--- src/hw/rtl/sicp_pkg.sv ---
`timescale 1ns / 1ps

package sicp_pkg;

  localparam int NumRegs = 29;
  localparam int IdxW    = 5;

  // access codes
  localparam logic ActRead   = 1'b0;
  localparam logic ActWrite  = 1'b1;
  localparam logic PortIndex = 1'b0;
  localparam logic PortData  = 1'b1;

  // register indexes
  localparam logic [IdxW-1:0] IdReg      = 5'd8;
  localparam logic [IdxW-1:0] LockReg    = 5'd2;
  localparam logic [IdxW-1:0] LptBaseReg = 5'd25;
  localparam logic [IdxW-1:0] LptCtlReg  = 5'd27;
  localparam logic [IdxW-1:0] ReadLimit  = 5'd28;
  localparam logic [IdxW-1:0] WriteLimit = 5'd28;

  localparam logic [7:0] IdValue      = 8'h71;
  localparam logic [7:0] IdxFirstRead = 8'h88;
  localparam logic [7:0] Reg25Default = 8'hef;
  localparam logic [7:0] IdleByte     = 8'hff;
  localparam int         LockBit      = 6;

  typedef logic [7:0] cfg_file_t [NumRegs];

  localparam cfg_file_t CfgReset = '{
    8'h0b, 8'h01, 8'h00, 8'h01, 8'h00, 8'h0d, 8'h00, 8'h00,
    8'h71, 8'hc0, 8'h00, 8'h80, 8'h00, 8'h00, 8'h00, 8'h1e,
    8'h00, 8'h00, 8'h30, 8'h00, 8'h00, 8'h00, 8'h00, 8'h00,
    8'h00, 8'hef, 8'h00, 8'h00, 8'h00
  };

  // I/O bases
  localparam logic [9:0] BaseCom1  = 10'h3f8;
  localparam logic [9:0] BaseCom2  = 10'h2f8;
  localparam logic [9:0] BaseA0    = 10'h3e8;
  localparam logic [9:0] BaseA1    = 10'h338;
  localparam logic [9:0] BaseA2    = 10'h2e8;
  localparam logic [9:0] BaseA3    = 10'h220;
  localparam logic [9:0] BaseB0    = 10'h2e8;
  localparam logic [9:0] BaseB1    = 10'h238;
  localparam logic [9:0] BaseB2    = 10'h2e0;
  localparam logic [9:0] BaseB3    = 10'h228;
  localparam logic [9:0] BaseLpt1  = 10'h378;
  localparam logic [9:0] BaseLpt2  = 10'h3bc;
  localparam logic [9:0] BaseLpt3  = 10'h278;

  localparam logic [3:0] Irq3 = 4'd3;
  localparam logic [3:0] Irq4 = 4'd4;
  localparam logic [3:0] Irq5 = 4'd5;
  localparam logic [3:0] Irq7 = 4'd7;

  typedef struct packed {
    logic [7:0] r0;
    logic [7:0] r1;
    logic [7:0] r2;
    logic [7:0] r25;
    logic [7:0] r27;
    logic [7:0] r28;
  } cfg_view_t;

  typedef struct packed {
    logic [9:0] base;
    logic [3:0] irq;
  } port_res_t;

  typedef struct packed {
    port_res_t uart1;
    port_res_t uart2;
    port_res_t lpt;
  } dec_t;

endpackage

--- src/hw/rtl/super_io_config_port_top.sv ---
`timescale 1ns / 1ps

// Index/data configuration port with live resource decode.
// Input channel (in_valid_i/in_ready_o): one bus access per word, given by
// action_i (read/write), port_sel_i (index/data) and write_data_i.
// Output channel (out_valid_o/out_ready_i): one result word per access:
// the byte read (0xff for writes), the decoded serial and parallel port
// bases and IRQs after the access, and the configuration lock flag.
// Latency: the result is valid the cycle after the access is accepted.
// Throughput: one access per cycle; the register file updates and the
// decode settles in the same cycle, feeding a single result register.
// A stalled result holds in the result register; a new access is taken
// in the same cycle the held result leaves, so the input side stalls only
// while the result register is full and not being drained.
// Reset loads the register file defaults, clears the index and the lock,
// arms the 0x88 first index read, and empties the result register.
module super_io_config_port_top (
  input  logic       clk_i,
  input  logic       rst_ni,
  input  logic       in_valid_i,
  output logic       in_ready_o,
  input  logic       action_i,
  input  logic       port_sel_i,
  input  logic [7:0] write_data_i,
  output logic       out_valid_o,
  input  logic       out_ready_i,
  output logic [7:0] read_data_o,
  output logic [9:0] uart1_base_o,
  output logic [3:0] uart1_irq_o,
  output logic [9:0] uart2_base_o,
  output logic [3:0] uart2_irq_o,
  output logic [9:0] lpt_base_o,
  output logic [3:0] lpt_irq_o,
  output logic       config_locked_o
);
  import sicp_pkg::*;

  logic       acc;
  logic [7:0] rd;
  cfg_view_t  view;
  logic       lock;
  dec_t       dec;

  logic       valid_q;
  logic [7:0] rd_q;
  dec_t       dec_q;
  logic       lock_q;

  assign in_ready_o = !valid_q || out_ready_i;
  assign acc        = in_valid_i && in_ready_o;

  sicp_regfile u_regfile (
    .clk_i        (clk_i),
    .rst_ni       (rst_ni),
    .acc_i        (acc),
    .action_i     (action_i),
    .port_sel_i   (port_sel_i),
    .write_data_i (write_data_i),
    .read_data_o  (rd),
    .view_o       (view),
    .lock_o       (lock)
  );

  sicp_decode u_decode (
    .view_i (view),
    .dec_o  (dec)
  );

  always_ff @(posedge clk_i or negedge rst_ni) begin
    if (!rst_ni) begin
      valid_q <= 1'b0;
      rd_q    <= '0;
      dec_q   <= '0;
      lock_q  <= 1'b0;
    end else begin
      if (acc) begin
        valid_q <= 1'b1;
        rd_q    <= rd;
        dec_q   <= dec;
        lock_q  <= lock;
      end else if (out_ready_i) begin
        valid_q <= 1'b0;
      end
    end
  end

  assign out_valid_o     = valid_q;
  assign read_data_o     = rd_q;
  assign uart1_base_o    = dec_q.uart1.base;
  assign uart1_irq_o     = dec_q.uart1.irq;
  assign uart2_base_o    = dec_q.uart2.base;
  assign uart2_irq_o     = dec_q.uart2.irq;
  assign lpt_base_o      = dec_q.lpt.base;
  assign lpt_irq_o       = dec_q.lpt.irq;
  assign config_locked_o = lock_q;

endmodule

--- src/hw/rtl/sicp_regfile.sv ---
`timescale 1ns / 1ps

module sicp_regfile (
  input  logic                clk_i,
  input  logic                rst_ni,
  input  logic                acc_i,
  input  logic                action_i,
  input  logic                port_sel_i,
  input  logic [7:0]          write_data_i,
  output logic [7:0]          read_data_o,
  output sicp_pkg::cfg_view_t view_o,
  output logic                lock_o
);
  import sicp_pkg::*;

  typedef enum logic [1:0] {
    TryReset,
    TrySecond,
    TryZero,
    TryOne
  } try_e;

  cfg_file_t       cfg_q, cfg_d;
  logic [IdxW-1:0] idx_q, idx_d;
  try_e            try_q, try_d;
  logic            lock_q, lock_d;
  logic [7:0]      rd;

  always_comb begin
    logic [7:0] diff;
    diff   = '0;
    cfg_d  = cfg_q;
    idx_d  = idx_q;
    try_d  = try_q;
    lock_d = lock_q;
    rd     = IdleByte;
    if (acc_i) begin
      if (action_i == ActWrite) begin
        if (port_sel_i == PortIndex) begin
          idx_d = write_data_i[IdxW-1:0];
          try_d = TryZero;
        end else if (try_q == TryZero) begin
          try_d = TryOne;
        end else if (!lock_q) begin
          try_d = TryZero;
          if (idx_q <= WriteLimit && idx_q != IdReg) begin
            diff         = write_data_i ^ cfg_q[idx_q];
            cfg_d[idx_q] = write_data_i;
            if (idx_q == LockReg && diff[LockBit]) begin
              lock_d = write_data_i[LockBit];
            end
            if (idx_q == LptCtlReg && diff[6:4] != 3'b000 && !write_data_i[6]) begin
              cfg_d[LptBaseReg] = Reg25Default;
            end
          end
        end
      end else if (port_sel_i == PortIndex) begin
        unique case (try_q)
          TryReset: begin
            rd    = IdxFirstRead;
            try_d = TrySecond;
          end
          TrySecond: begin
            rd    = 8'h00;
            try_d = TryZero;
          end
          default: begin
            rd    = {{(8-IdxW){1'b0}}, idx_q};
            try_d = TryZero;
          end
        endcase
      end else begin
        try_d = TryZero;
        if (idx_q == IdReg) begin
          rd = IdValue;
        end else if (idx_q < ReadLimit) begin
          rd = cfg_q[idx_q];
        end
      end
    end
  end

  always_ff @(posedge clk_i or negedge rst_ni) begin
    if (!rst_ni) begin
      cfg_q  <= CfgReset;
      idx_q  <= '0;
      try_q  <= TryReset;
      lock_q <= 1'b0;
    end else begin
      cfg_q  <= cfg_d;
      idx_q  <= idx_d;
      try_q  <= try_d;
      lock_q <= lock_d;
    end
  end

  // decode looks at the state as it stands after this access
  assign read_data_o = rd;
  assign lock_o      = lock_d;
  assign view_o      = '{r0: cfg_d[0], r1: cfg_d[1], r2: cfg_d[2],
                         r25: cfg_d[25], r27: cfg_d[27], r28: cfg_d[28]};

endmodule

--- src/hw/rtl/sicp_decode.sv ---
`timescale 1ns / 1ps

module sicp_decode (
  input  sicp_pkg::cfg_view_t view_i,
  output sicp_pkg::dec_t      dec_o
);
  import sicp_pkg::*;

  function automatic port_res_t uart_dec(logic en, logic [1:0] sel, logic [1:0] hi,
                                         logic irq_ovr, logic irq_bit);
    port_res_t r;
    r.base = '0;
    r.irq  = '0;
    if (en) begin
      unique case (sel)
        2'd0: r.base = BaseCom1;
        2'd1: r.base = BaseCom2;
        2'd2: begin
          unique case (hi)
            2'd0: r.base = BaseA0;
            2'd1: r.base = BaseA1;
            2'd2: r.base = BaseA2;
            default: r.base = BaseA3;
          endcase
        end
        default: begin
          unique case (hi)
            2'd0: r.base = BaseB0;
            2'd1: r.base = BaseB1;
            2'd2: r.base = BaseB2;
            default: r.base = BaseB3;
          endcase
        end
      endcase
      if (irq_ovr) begin
        r.irq = irq_bit ? Irq4 : Irq3;
      end else begin
        r.irq = sel[0] ? Irq3 : Irq4;
      end
    end
    return r;
  endfunction

  port_res_t lpt;

  always_comb begin
    lpt.base = '0;
    lpt.irq  = '0;
    unique case (view_i.r1[1:0])
      2'd0: begin
        lpt.base = BaseLpt1;
        lpt.irq  = view_i.r2[3] ? Irq7 : Irq5;
      end
      2'd1: begin
        lpt.base = view_i.r27[6] ? {view_i.r25, 2'b00} : BaseLpt2;
        lpt.irq  = Irq7;
      end
      2'd2: begin
        lpt.base = BaseLpt3;
        lpt.irq  = Irq5;
      end
      default: begin
        lpt.base = '0;
        lpt.irq  = '0;
      end
    endcase
    if (!view_i.r0[0]) begin
      lpt.base = '0;
    end
    if (view_i.r27[4]) begin
      lpt.irq = view_i.r27[5] ? Irq7 : Irq5;
    end
    if (lpt.base == '0) begin
      lpt.irq = '0;
    end
  end

  assign dec_o.uart1 = uart_dec(view_i.r0[1], view_i.r1[3:2], view_i.r1[7:6],
                                view_i.r28[0], view_i.r28[2]);
  assign dec_o.uart2 = uart_dec(view_i.r0[2], view_i.r1[5:4], view_i.r1[7:6],
                                view_i.r28[0], view_i.r28[6]);
  assign dec_o.lpt   = lpt;

endmodule

--- config.mk ---
export PLATFORM = sky130hd
export DESIGN_NAME = super_io_config_port_top
export DESIGN_NICKNAME = d
export VERILOG_FILES = /design/src/hw/rtl/sicp_pkg.sv /design/src/hw/rtl/super_io_config_port_top.sv /design/src/hw/rtl/sicp_regfile.sv /design/src/hw/rtl/sicp_decode.sv
export SDC_FILE = /design/constraint.sdc
export NUM_CORES = 1
export LEC_CHECK = 0
export BUFFER_PORTS_ARGS = -buffer_cell sky130_fd_sc_hd__buf_2
export CAP_MARGIN = 25
export CORE_MARGIN = 5
export CORE_UTILIZATION = 40
export DETAILED_ROUTE_END_ITERATION = 16
export GPL_ROUTABILITY_DRIVEN = 0
export PLACE_DENSITY = 0.59
export SLEW_MARGIN = 10
export SYNTH_ARGS = -nofsm -noshare
export SYNTH_HDL_FRONTEND = slang
export SYNTH_SLANG_ARGS = --single-unit
--- constraint.sdc ---
create_clock -name clk_i -period 7.4 [get_ports clk_i]
set_input_delay 1.11 -clock clk_i [delete_from_list [all_inputs] [get_ports clk_i]]
set_output_delay 1.11 -clock clk_i [all_outputs]
set_load 0.05 [all_outputs]
==> results.sh, run 1 <==
export IMPL_clk_pin_slew_ps=60
export IMPL_setup_viol=0
export IMPL_cp_cell_sequence="buf_4 -> mux4_2 -> a22o_1 -> a211oi_1 -> nand3_1 -> xor2_1 -> o31ai_2 -> nor2b_1"
export IMPL_netSwitchingPower_mw=1.093
export IMPL_post_cts_setup_buffer_count=0
export IMPL_min_period_over_period=0.4823
export IMPL_ant_nets=0
export IMPL_start_util=0.4061
export IMPL_crit_family="compound AO/OA/AOI/OAI gates"
export IMPL_num_rows=65
export IMPL_fill_cells=2845
export IMPL_area_growth_pct=12.18
export IMPL_ir_drop_v=0.0001683
export IMPL_die_width_um=189.2
export IMPL_slowest_stage="dfrtp_2"
export IMPL_clkLatencyLatePin_ps=550
export IMPL_first_pass_iters=5
export IMPL_rrSetupSlack_ps=3830
export IMPL_rsz0062_at_grt="no"
export IMPL_ys_ff_latch=271
export IMPL_num_vias=7982
export IMPL_synthArstFlopShare=1.000
export IMPL_p_per_area_nw_per_um2=270.4
export IMPL_syn_area_um2=12850
export IMPL_num_antenna_cells=0
export IMPL_final_util=0.4556
export IMPL_yosysWarnings=0
export IMPL_combPwrFrac=0.161
export IMPL_syn_inst=967
export IMPL_total_power_mw=3.898
export IMPL_r2r_cells=8
export IMPL_drt_iter0_drc=523
export IMPL_fmax_mhz=280.2
export IMPL_relSlewSlack=0.3413
export IMPL_critPathMaxFanout=44
export IMPL_yosys_area_top_type_share=0.4733
export IMPL_hold_buffers=0
export IMPL_wl_um=31320
export IMPL_hp_class="reg2reg"
export IMPL_netlist_top_cells_area="dfrtp_1 (47%), mux2_2 (19%), mux4_2 (8.6%), dfstp_2 (5.7%), mux2i_1 (2.6%)"
export IMPL_switching_share=0.2805
export IMPL_route_detailed_drc=0
export IMPL_maxCapViolCount=0
export IMPL_clockRootBuffer="clkbuf_16"
export IMPL_path_depth=8
export IMPL_clock_sinks=271
export IMPL_dieArea_um2=35800
export IMPL_cts_buffer_depth=3
export IMPL_critPathArrivalTime_ps=4050
export IMPL_antenna_found_initial=0
export IMPL_worstSetupStartpointType="flop"
export IMPL_regToRegEndpoint="u_regfile.cfg_q[28]$_DFF_PN0_"
export IMPL_crit_path_max_incr_delay_ps=730
export IMPL_routed_via_density=5.673
export IMPL_cp_startpoint="u_regfile.idx_q[1]$_DFFE_PN0P_"
export IMPL_coreArea_um2=31640
export IMPL_p_clk_frac=0.419
export IMPL_hold_viol_final=0
export IMPL_tritoncts="yes"
export IMPL_synthFlopType="dfrtp_1"
export IMPL_final_min_clock_period_ps=3569
export IMPL_path_buf_inv=1
export IMPL_drt_wirelength_per_cell_um=22.26
export IMPL_synth_edff_count=0
export IMPL_power_frac_seq=0.420
export IMPL_worst_pin_slew_ps=988.1
export IMPL_fin_nets=996
export IMPL_holdWs_ps=364.8
export IMPL_leakage_nw=6.817
export IMPL_required_ps=7880
export IMPL_htreeDepth=1
export IMPL_post_synth_top_count_cell="dfrtp_1"
export IMPL_grt_max_degree=177
export IMPL_fin_tns_setup_ps=0
export IMPL_ys_top_cells_by_count="dfrtp_1 (243), mux2_2 (213), nand2_1 (78), mux4_2 (49), clkbuf_1 (46)"
export IMPL_drive_above_1_share=0.4269
export IMPL_synth_area_per_cell_um2=13.29
export IMPL_crit_type="reg2reg"
export IMPL_post_cts_resized=0
export IMPL_grt_pass1_wl_um=49570
export IMPL_fin_skew_ps=15.63
export IMPL_slew_violations=0
export IMPL_yosys_area_top_type="dfrtp_1"
export IMPL_die_h_um=189.2
export IMPL_dp_hpwl_um=20120
export IMPL_yosysUniqueCellTypes=64
export IMPL_grt_overflow=0
export IMPL_port_buffers=55
export IMPL_cts_buffers=30
export IMPL_r2r_start="u_regfile.idx_q[1]$_DFFE_PN0P_"
export IMPL_grt_pass1_vias=8170
export IMPL_status="finished, final reports clean"
export IMPL_pin_count=67
export IMPL_grt_usage=0.1749
export IMPL_p_int_mw=2.804
export IMPL_ys_seq_area_frac=0.5306
export IMPL_crit_path_end_kind="flop"
export IMPL_critical_path_endpoint="u_regfile.cfg_q[28]$_DFF_PN0_"
through the flow:
stage,worst slack [ps],instance area [um^2],std cells
CTS,3797,14410,1406
floorplan,3869,12880,977
global placement,3623,13310,1351
detailed placement,3526,13310,1351
finish,3831,14410,1407
global route,3630,14410,1407
cells in the final DEF (no fill, tap or decap), types with 8 or more instances in the layout:
cell type / netlist / routed
dfrtp_1: 243 / 241
mux2_2: 213 / 213
nand2_1: 78 / 78
buf_2: 15 / 55
mux4_2: 49 / 49
mux2i_1: 33 / 33
nor2_1: 31 / 31
clkbuf_16: 0 / 31
o21ai_0: 28 / 28
dfstp_2: 28 / 28
nand3_1: 11 / 11
a31oi_1: 11 / 11
conb_1: 1 / 11
nand2b_1: 10 / 10
a22oi_1: 10 / 10
nor2_2: 10 / 10
nor3_1: 9 / 9
a21oi_1: 9 / 9
a22o_1: 8 / 8
buf_4: 21 / 8
cells by family (layout without fill, tap and decap cells):
group,after synthesis,count (layout),synth area share
multiplexers,295,295,0.2983
flip-flops,271,271,0.5306
AND/OR/NAND/NOR,192,192,0.07567
AO/OA/AOI/OAI,104,104,0.05503
buffers and inverters,100,128,0.03740
XOR/XNOR,4,4,0.002727
other,1,11,0.0002919
power by group through the flow:
stage	Clock (mW)	Sequential [mW]	Combinational [mW]
final	1.63	1.64	0.626
after global routing	1.74	1.65	0.670
after CTS	1.67	1.64	0.628
after detailed placement	0	1.67	0.626
after global placement	0	1.66	0.626
after floorplan	0	1.72	0.402
worst min path at each step:
stage                                                start                                to  depth (start not counted)
after floorplan           u_regfile.cfg_q[161]$_DFFE_PN0P_  u_regfile.cfg_q[161]$_DFFE_PN0P_                          1
after detailed placement  u_regfile.cfg_q[160]$_DFFE_PN1P_  u_regfile.cfg_q[160]$_DFFE_PN1P_                          0
after global placement    u_regfile.cfg_q[160]$_DFFE_PN1P_  u_regfile.cfg_q[160]$_DFFE_PN1P_                          0
after global routing      u_regfile.cfg_q[160]$_DFFE_PN1P_  u_regfile.cfg_q[160]$_DFFE_PN1P_                          0
after CTS                 u_regfile.cfg_q[164]$_DFFE_PN1P_  u_regfile.cfg_q[164]$_DFFE_PN1P_                          0
final                     u_regfile.cfg_q[166]$_DFFE_PN1P_  u_regfile.cfg_q[166]$_DFFE_PN1P_                          0
area by class of cell:
| class | count | area (um^2) | area share |
|---|---|---|---|
| clock buffer | 42 | 877.1 | 0.06086 |
| clock inverter | 13 | 222.7 | 0.01545 |
| inverter | 8 | 30.03 | 0.002084 |
| multi-input combinational | 606 | 5588 | 0.3877 |
| sequential | 271 | 6822 | 0.4733 |
| tap | 402 | 503.0 | 0.03490 |
| timing repair buffer | 65 | 370.4 | 0.02570 |
routing by layer:
| layer | wire length, um | vias up | global-route usage |
|---|---|---|---|
| met5 | 0 | - | 0 |
| met4 | 838 | 0 | 0.04591 |
| met3 | 2157 | 51 | 0.03503 |
| met2 | 13610 | 264 | 0.2643 |
| met1 | 14720 | 4121 | 0.2599 |
| li1 | - | 3546 | - |
state kept, by name (all words and copies together) (netlist names), 2 cells and up:
signal / cells
uart2_base_o: 5
u_regfile.idx_q: 5
lpt_base_o: 8
uart1_base_o: 5
u_regfile.cfg_q: 229
u_regfile.try_q: 2
uart2_irq_o: 2
lpt_irq_o: 2
uart1_irq_o: 2
read_data_o: 8
Note: power is estimated with default switching activity, not from simulation.
==> inputs of run 2 (changes only) <==
- clock period: 7.4 -> 3.6 ns (I/O delays scaled with it)
==> results.sh, run 2 (synthesized netlist as in run 1, its figures left out) <==
export IMPL_grt_usage=0.1826
export IMPL_worst_pin_slew_ps=872.4
export IMPL_critPathArrivalTime_ps=3360
export IMPL_required_ps=4010
export IMPL_worstSetupStartpointType="flop"
export IMPL_stdcell_count=1444
export IMPL_post_cts_setup_buffer_count=0
export IMPL_clockRootBuffer="clkbuf_16"
export IMPL_grt_pass1_vias=8380
export IMPL_final_common_cell="dfrtp_1"
export IMPL_status="finished, final reports clean"
export IMPL_holdWs_ps=70.23
export IMPL_clock_sinks=271
export IMPL_grt_pass1_wl_um=51580
export IMPL_hp_class="in2async"
export IMPL_routed_via_density=5.594
export IMPL_crit_type="reg2reg"
export IMPL_setup_viol=0
export IMPL_dp_hpwl_um=21660
export IMPL_ant_nets=0
export IMPL_tritoncts="yes"
export IMPL_drt_iter0_drc=530
export IMPL_drive_above_1_share=0.4453
export IMPL_dieArea_um2=35800
export IMPL_drt_wirelength_per_cell_um=22.43
export IMPL_clkLatencyLatePin_ps=550
export IMPL_grt_overflow=0
export IMPL_num_antenna_cells=0
export IMPL_htreeDepth=1
export IMPL_p_per_area_nw_per_um2=531.9
export IMPL_largest_register="u_regfile.cfg_q"
export IMPL_first_pass_iters=5
export IMPL_grt_max_degree=108
export IMPL_largest_reg_flops=229
export IMPL_fin_nets=1033
export IMPL_slew_violations=0
export IMPL_fill_cells=2838
export IMPL_num_rows=65
export IMPL_critPathMaxFanout=33
export IMPL_area_growth_pct=13.92
export IMPL_start_util=0.4061
export IMPL_clk_pin_slew_ps=60
export IMPL_fmax_mhz=339.8
export IMPL_route_detailed_drc=0
export IMPL_fin_skew_ps=12.50
export IMPL_crit_path_end_kind="flop"
export IMPL_final_min_clock_period_ps=2943
export IMPL_rsz0062_at_grt="no"
export IMPL_cts_buffer_depth=3
export IMPL_min_period_over_period=0.8175
export IMPL_die_h_um=189.2
export IMPL_wl_um=32390
export IMPL_leakage_nw=6.977
export IMPL_cp_cell_sequence="buf_12 -> mux4_2 -> a22o_1 -> a211oi_1 -> nand3_1 -> a221oi_1 -> o21ai_0"
export IMPL_crit_path_max_incr_delay_ps=830
export IMPL_final_util=0.4626
export IMPL_cts_buffers=30
export IMPL_hold_buffers=0
export IMPL_post_cts_resized=0
export IMPL_setup_ws_ps=656.9
export IMPL_post_place_ws_ps=617.9
export IMPL_final_cell_mix="dfrtp_1 (241), mux2_2 (213), nand2_1 (78), buf_2 (54), mux4_2 (49)"
export IMPL_slowest_stage="dfrtp_4"
export IMPL_antenna_found_initial=1
export IMPL_num_vias=8078
export IMPL_ir_drop_v=0.0003299
export IMPL_hold_viol_final=0
export IMPL_die_width_um=189.2
export IMPL_dpl_cell_count=1389
export IMPL_coreArea_um2=31640
export IMPL_pin_count=67
export IMPL_maxCapViolCount=0
export IMPL_port_buffers=55
export IMPL_fin_tns_setup_ps=0
export IMPL_relSlewSlack=0.4184
## run 2: cell count changes in the layout (fill, tap and decap cells not counted), sizes merged
| cell | previous run | this run |
|---|---|---|
| buf | 65 | 102 |
| clkbuf | 42 | 48 |
| bufinv | 6 | 1 |
| clkinvlp | 3 | 2 |
## run 2: power by group
group | switching (mW) | internal (mW)
clock | 1.21 | 1.84
combinational | 0.842 | 0.473
sequential | 0.185 | 3.22
total | 2.24 | 5.54
## run 2: final timing paths
path	from	to	slack, ps	depth (start not counted)
worst max-delay path	u_regfile.idx_q[0]$_DFFE_PN0P_	read_data_o[0]$_DFFE_PN0P_	660	7
worst min-delay path	rst_ni	lpt_base_o[3]$_DFFE_PN0P_	70	1
worst max register to register	u_regfile.idx_q[0]$_DFFE_PN0P_	read_data_o[0]$_DFFE_PN0P_	660	7
worst min register to register	u_regfile.cfg_q[164]$_DFFE_PN1P_	u_regfile.cfg_q[164]$_DFFE_PN1P_	370	0
max in group asynchronous	rst_ni	u_regfile.cfg_q[166]$_DFFE_PN1P_	2660	2
min in group clk_i	in_valid_i	out_valid_o$_DFFE_PN0P_	230	2
## run 2: area by class of cell
type                    instances  area (um^2)  share of cell area
well taps                     402        503.0             0.03437
inverters                       8        30.03            0.002052
clock inverters                 7        65.06            0.004446
multi-input cells             606         5588              0.3818
repair buffers                102        688.2             0.04702
flip-flops and latches        271         6822              0.4661
clock buffers                  48        939.7             0.06420
## run 2: layer usage
layer | up-vias | share of wire | global-route usage
met5 | - | 0.00040 | 0
met4 | 2 | 0.025 | 0.04619
met3 | 54 | 0.056 | 0.03300
met2 | 226 | 0.45 | 0.2816
met1 | 4192 | 0.47 | 0.2694
li1 | 3604 | - | -
## run 2: metrics by stage
step / power, mW / instance area, um^2
final: 7.785 / 14640
after global routing: 8.133 / 14640
after CTS: 7.884 / 14640
after detailed placement: 4.785 / 13630
after global placement: 4.769 / 13630
after floorplan: 4.352 / 12880
## run 2: critical path, delay by kind of cell (launching register included)
family	cells	cell delay, ps
AO/OA/AOI/OAI	4	1010
AND/OR/NAND/NOR	1	120
multiplexers	1	570
buffers and inverters	1	260
flip-flops	1	830
==> inputs of run 3 (changes only) <==
- PLACE_DENSITY: 0.59 -> 0.61
- clock period: 3.6 -> 2.7 ns (I/O delays scaled with it)
==> results.sh, run 3 (synthesized netlist as in run 1, its figures left out) <==
export IMPL_status="finished, final reports clean"
export IMPL_min_period_over_period=0.9766
export IMPL_num_rows=65
export IMPL_relSlewSlack=0.5600
export IMPL_hp_class="in2reg"
export IMPL_post_place_ws_ps=-19.05
export IMPL_die_width_um=189.2
export IMPL_dpl_cell_count=1437
export IMPL_die_h_um=189.2
export IMPL_hold_path_end="out_valid_o$_DFFE_PN0P_"
export IMPL_largest_register="u_regfile.cfg_q"
export IMPL_leakage_nw=7.342
export IMPL_cp_startpoint="u_regfile.idx_q[0]$_DFFE_PN0P_"
export IMPL_multi_input_area_um2=5634
export IMPL_antenna_found_initial=0
export IMPL_tritoncts="yes"
export IMPL_required_ps=3110
export IMPL_num_vias=8374
export IMPL_htreeDepth=1
export IMPL_routed_via_density=5.583
export IMPL_coreArea_um2=31640
export IMPL_dp_hpwl_um=22880
export IMPL_critPathMaxFanout=10
export IMPL_drt_iter0_drc=740
export IMPL_fin_area_um2=15310
export IMPL_setup_viol=0
export IMPL_fin_skew_ps=18.73
export IMPL_final_common_cell="dfrtp_1"
export IMPL_clk_pin_slew_ps=60
export IMPL_dieArea_um2=35800
export IMPL_cts_buffer_depth=3
export IMPL_hold_viol_final=0
export IMPL_clkLatencyLatePin_ps=560
export IMPL_grt_max_degree=69
export IMPL_dpl_cell_area_um2=14160
export IMPL_largest_reg_flops=229
export IMPL_area_growth_pct=19.21
export IMPL_final_min_clock_period_ps=2637
export IMPL_clockRootBuffer="clkbuf_16"
export IMPL_route_detailed_drc=0
export IMPL_r2r_start="u_regfile.idx_q[0]$_DFFE_PN0P_"
export IMPL_final_cell_mix="dfrtp_1 (240), mux2_2 (213), buf_4 (82), nand2_1 (78), buf_2 (54)"
export IMPL_drive_above_1_share=0.4791
export IMPL_port_buffers=55
export IMPL_ant_nets=0
export IMPL_crit_path_end_kind="flop"
export IMPL_grt_overflow=0
export IMPL_drt_wirelength_per_cell_um=21.86
export IMPL_worstHoldPathCells=2
export IMPL_worst_pin_slew_ps=660.0
export IMPL_ir_drop_v=0.0005409
export IMPL_first_pass_iters=5
export IMPL_r2r_cells=9
export IMPL_regToRegEndpoint="read_data_o[0]$_DFFE_PN0P_"
export IMPL_rrSetupSlack_ps=60
export IMPL_setup_ws_ps=63.15
export IMPL_clock_sinks=271
export IMPL_wl_um=32790
export IMPL_stdcell_count=1500
export IMPL_grt_pass1_wl_um=51480
export IMPL_start_util=0.4061
export IMPL_fin_tns_setup_ps=0
export IMPL_total_power_mw=10.80
export IMPL_grt_pass1_vias=8465
export IMPL_fmax_mhz=379.2
export IMPL_pin_count=67
export IMPL_crit_type="reg2reg"
export IMPL_seqCellArea_um2=6823
export IMPL_rsz0062_at_grt="no"
export IMPL_hold_path_startpoint="in_valid_i"
export IMPL_p_per_area_nw_per_um2=705.3
export IMPL_grt_usage=0.1819
export IMPL_num_antenna_cells=0
export IMPL_cts_buffers=30
export IMPL_maxCapViolCount=0
export IMPL_worstSetupStartpointType="flop"
export IMPL_critPathArrivalTime_ps=3050
export IMPL_slew_violations=0
export IMPL_fill_cells=2753
export IMPL_fin_nets=1088
-- run 3: changes by cell type in the layout (fill, tap and decap cells not counted), sizes merged --
cell	previous run	this run
clkinvlp	2	1
bufinv	1	4
buf	102	156
clkinv	4	3
dlygate4sd3	0	1
-- run 3: routing by layer --
metal	GRT usage	up-vias	part of all wire
met5	0	-	0
met4	0.04090	0	0.023
met3	0.03466	48	0.065
met2	0.2783	283	0.45
met1	0.2711	4324	0.46
li1	-	3719	-
-- run 3: worst max-delay path, cell delays in order, from the launching register on --
cell,delay (ps)
dfrtp_4,510
buf_4,180
buf_6,150
buf_4,160
mux4_2,340
a22o_1,200
a211oi_1,240
nand3_1,110
a221oi_1,450
o21ai_0,140
-- run 3: area by class of cell --
class / instances / share of cell area
flip-flops and latches: 271 / 0.4455
multi-input cells: 606 / 0.3679
repair buffers: 157 / 0.08374
clock buffers: 48 / 0.05874
well taps: 402 / 0.03284
clock inverters: 8 / 0.009314
inverters: 8 / 0.001961
-- run 3: metrics by stage --
step	hold slack, ps	utilization
floorplan	109.4	-
global placement	357.4	0.4477
detailed placement	357.4	0.4477
CTS	61.39	0.4810
global route	77.07	0.4841
finish	87.75	0.4841
-- run 3: where the power goes --
group	internal [mW]	total (mW)	switching, mW
Combinational	0.800	2.07	1.27
Clock	2.65	4.27	1.62
Sequential	4.30	4.46	0.153
Total	7.75	10.8	3.05
-- run 3: how the worst max path moves through the flow --
stage                                               end  slack [ps]  depth (start not counted)
final                        read_data_o[0]$_DFFE_PN0P_          60                          9
after global placement       read_data_o[2]$_DFFE_PN0P_         -10                          9
after global routing      u_regfile.cfg_q[28]$_DFF_PN0_           9                         10
after floorplan                lpt_irq_o[0]$_DFFE_PN0P_          60                          9
after CTS                 u_regfile.cfg_q[28]$_DFF_PN0_          40                          8
after detailed placement     read_data_o[2]$_DFFE_PN0P_         -20                          9
-- run 3: what timing repair did --
action / in CTS / in global routing
resized for setup: 1 / 13
gates cloned: 0 / 0
endpoints found under the hold margin: 52 / 0
hold buffers: 1 / 0
pin swaps: 0 / 4
setup endpoints to repair: 1 / 16
setup buffers: 0 / 6
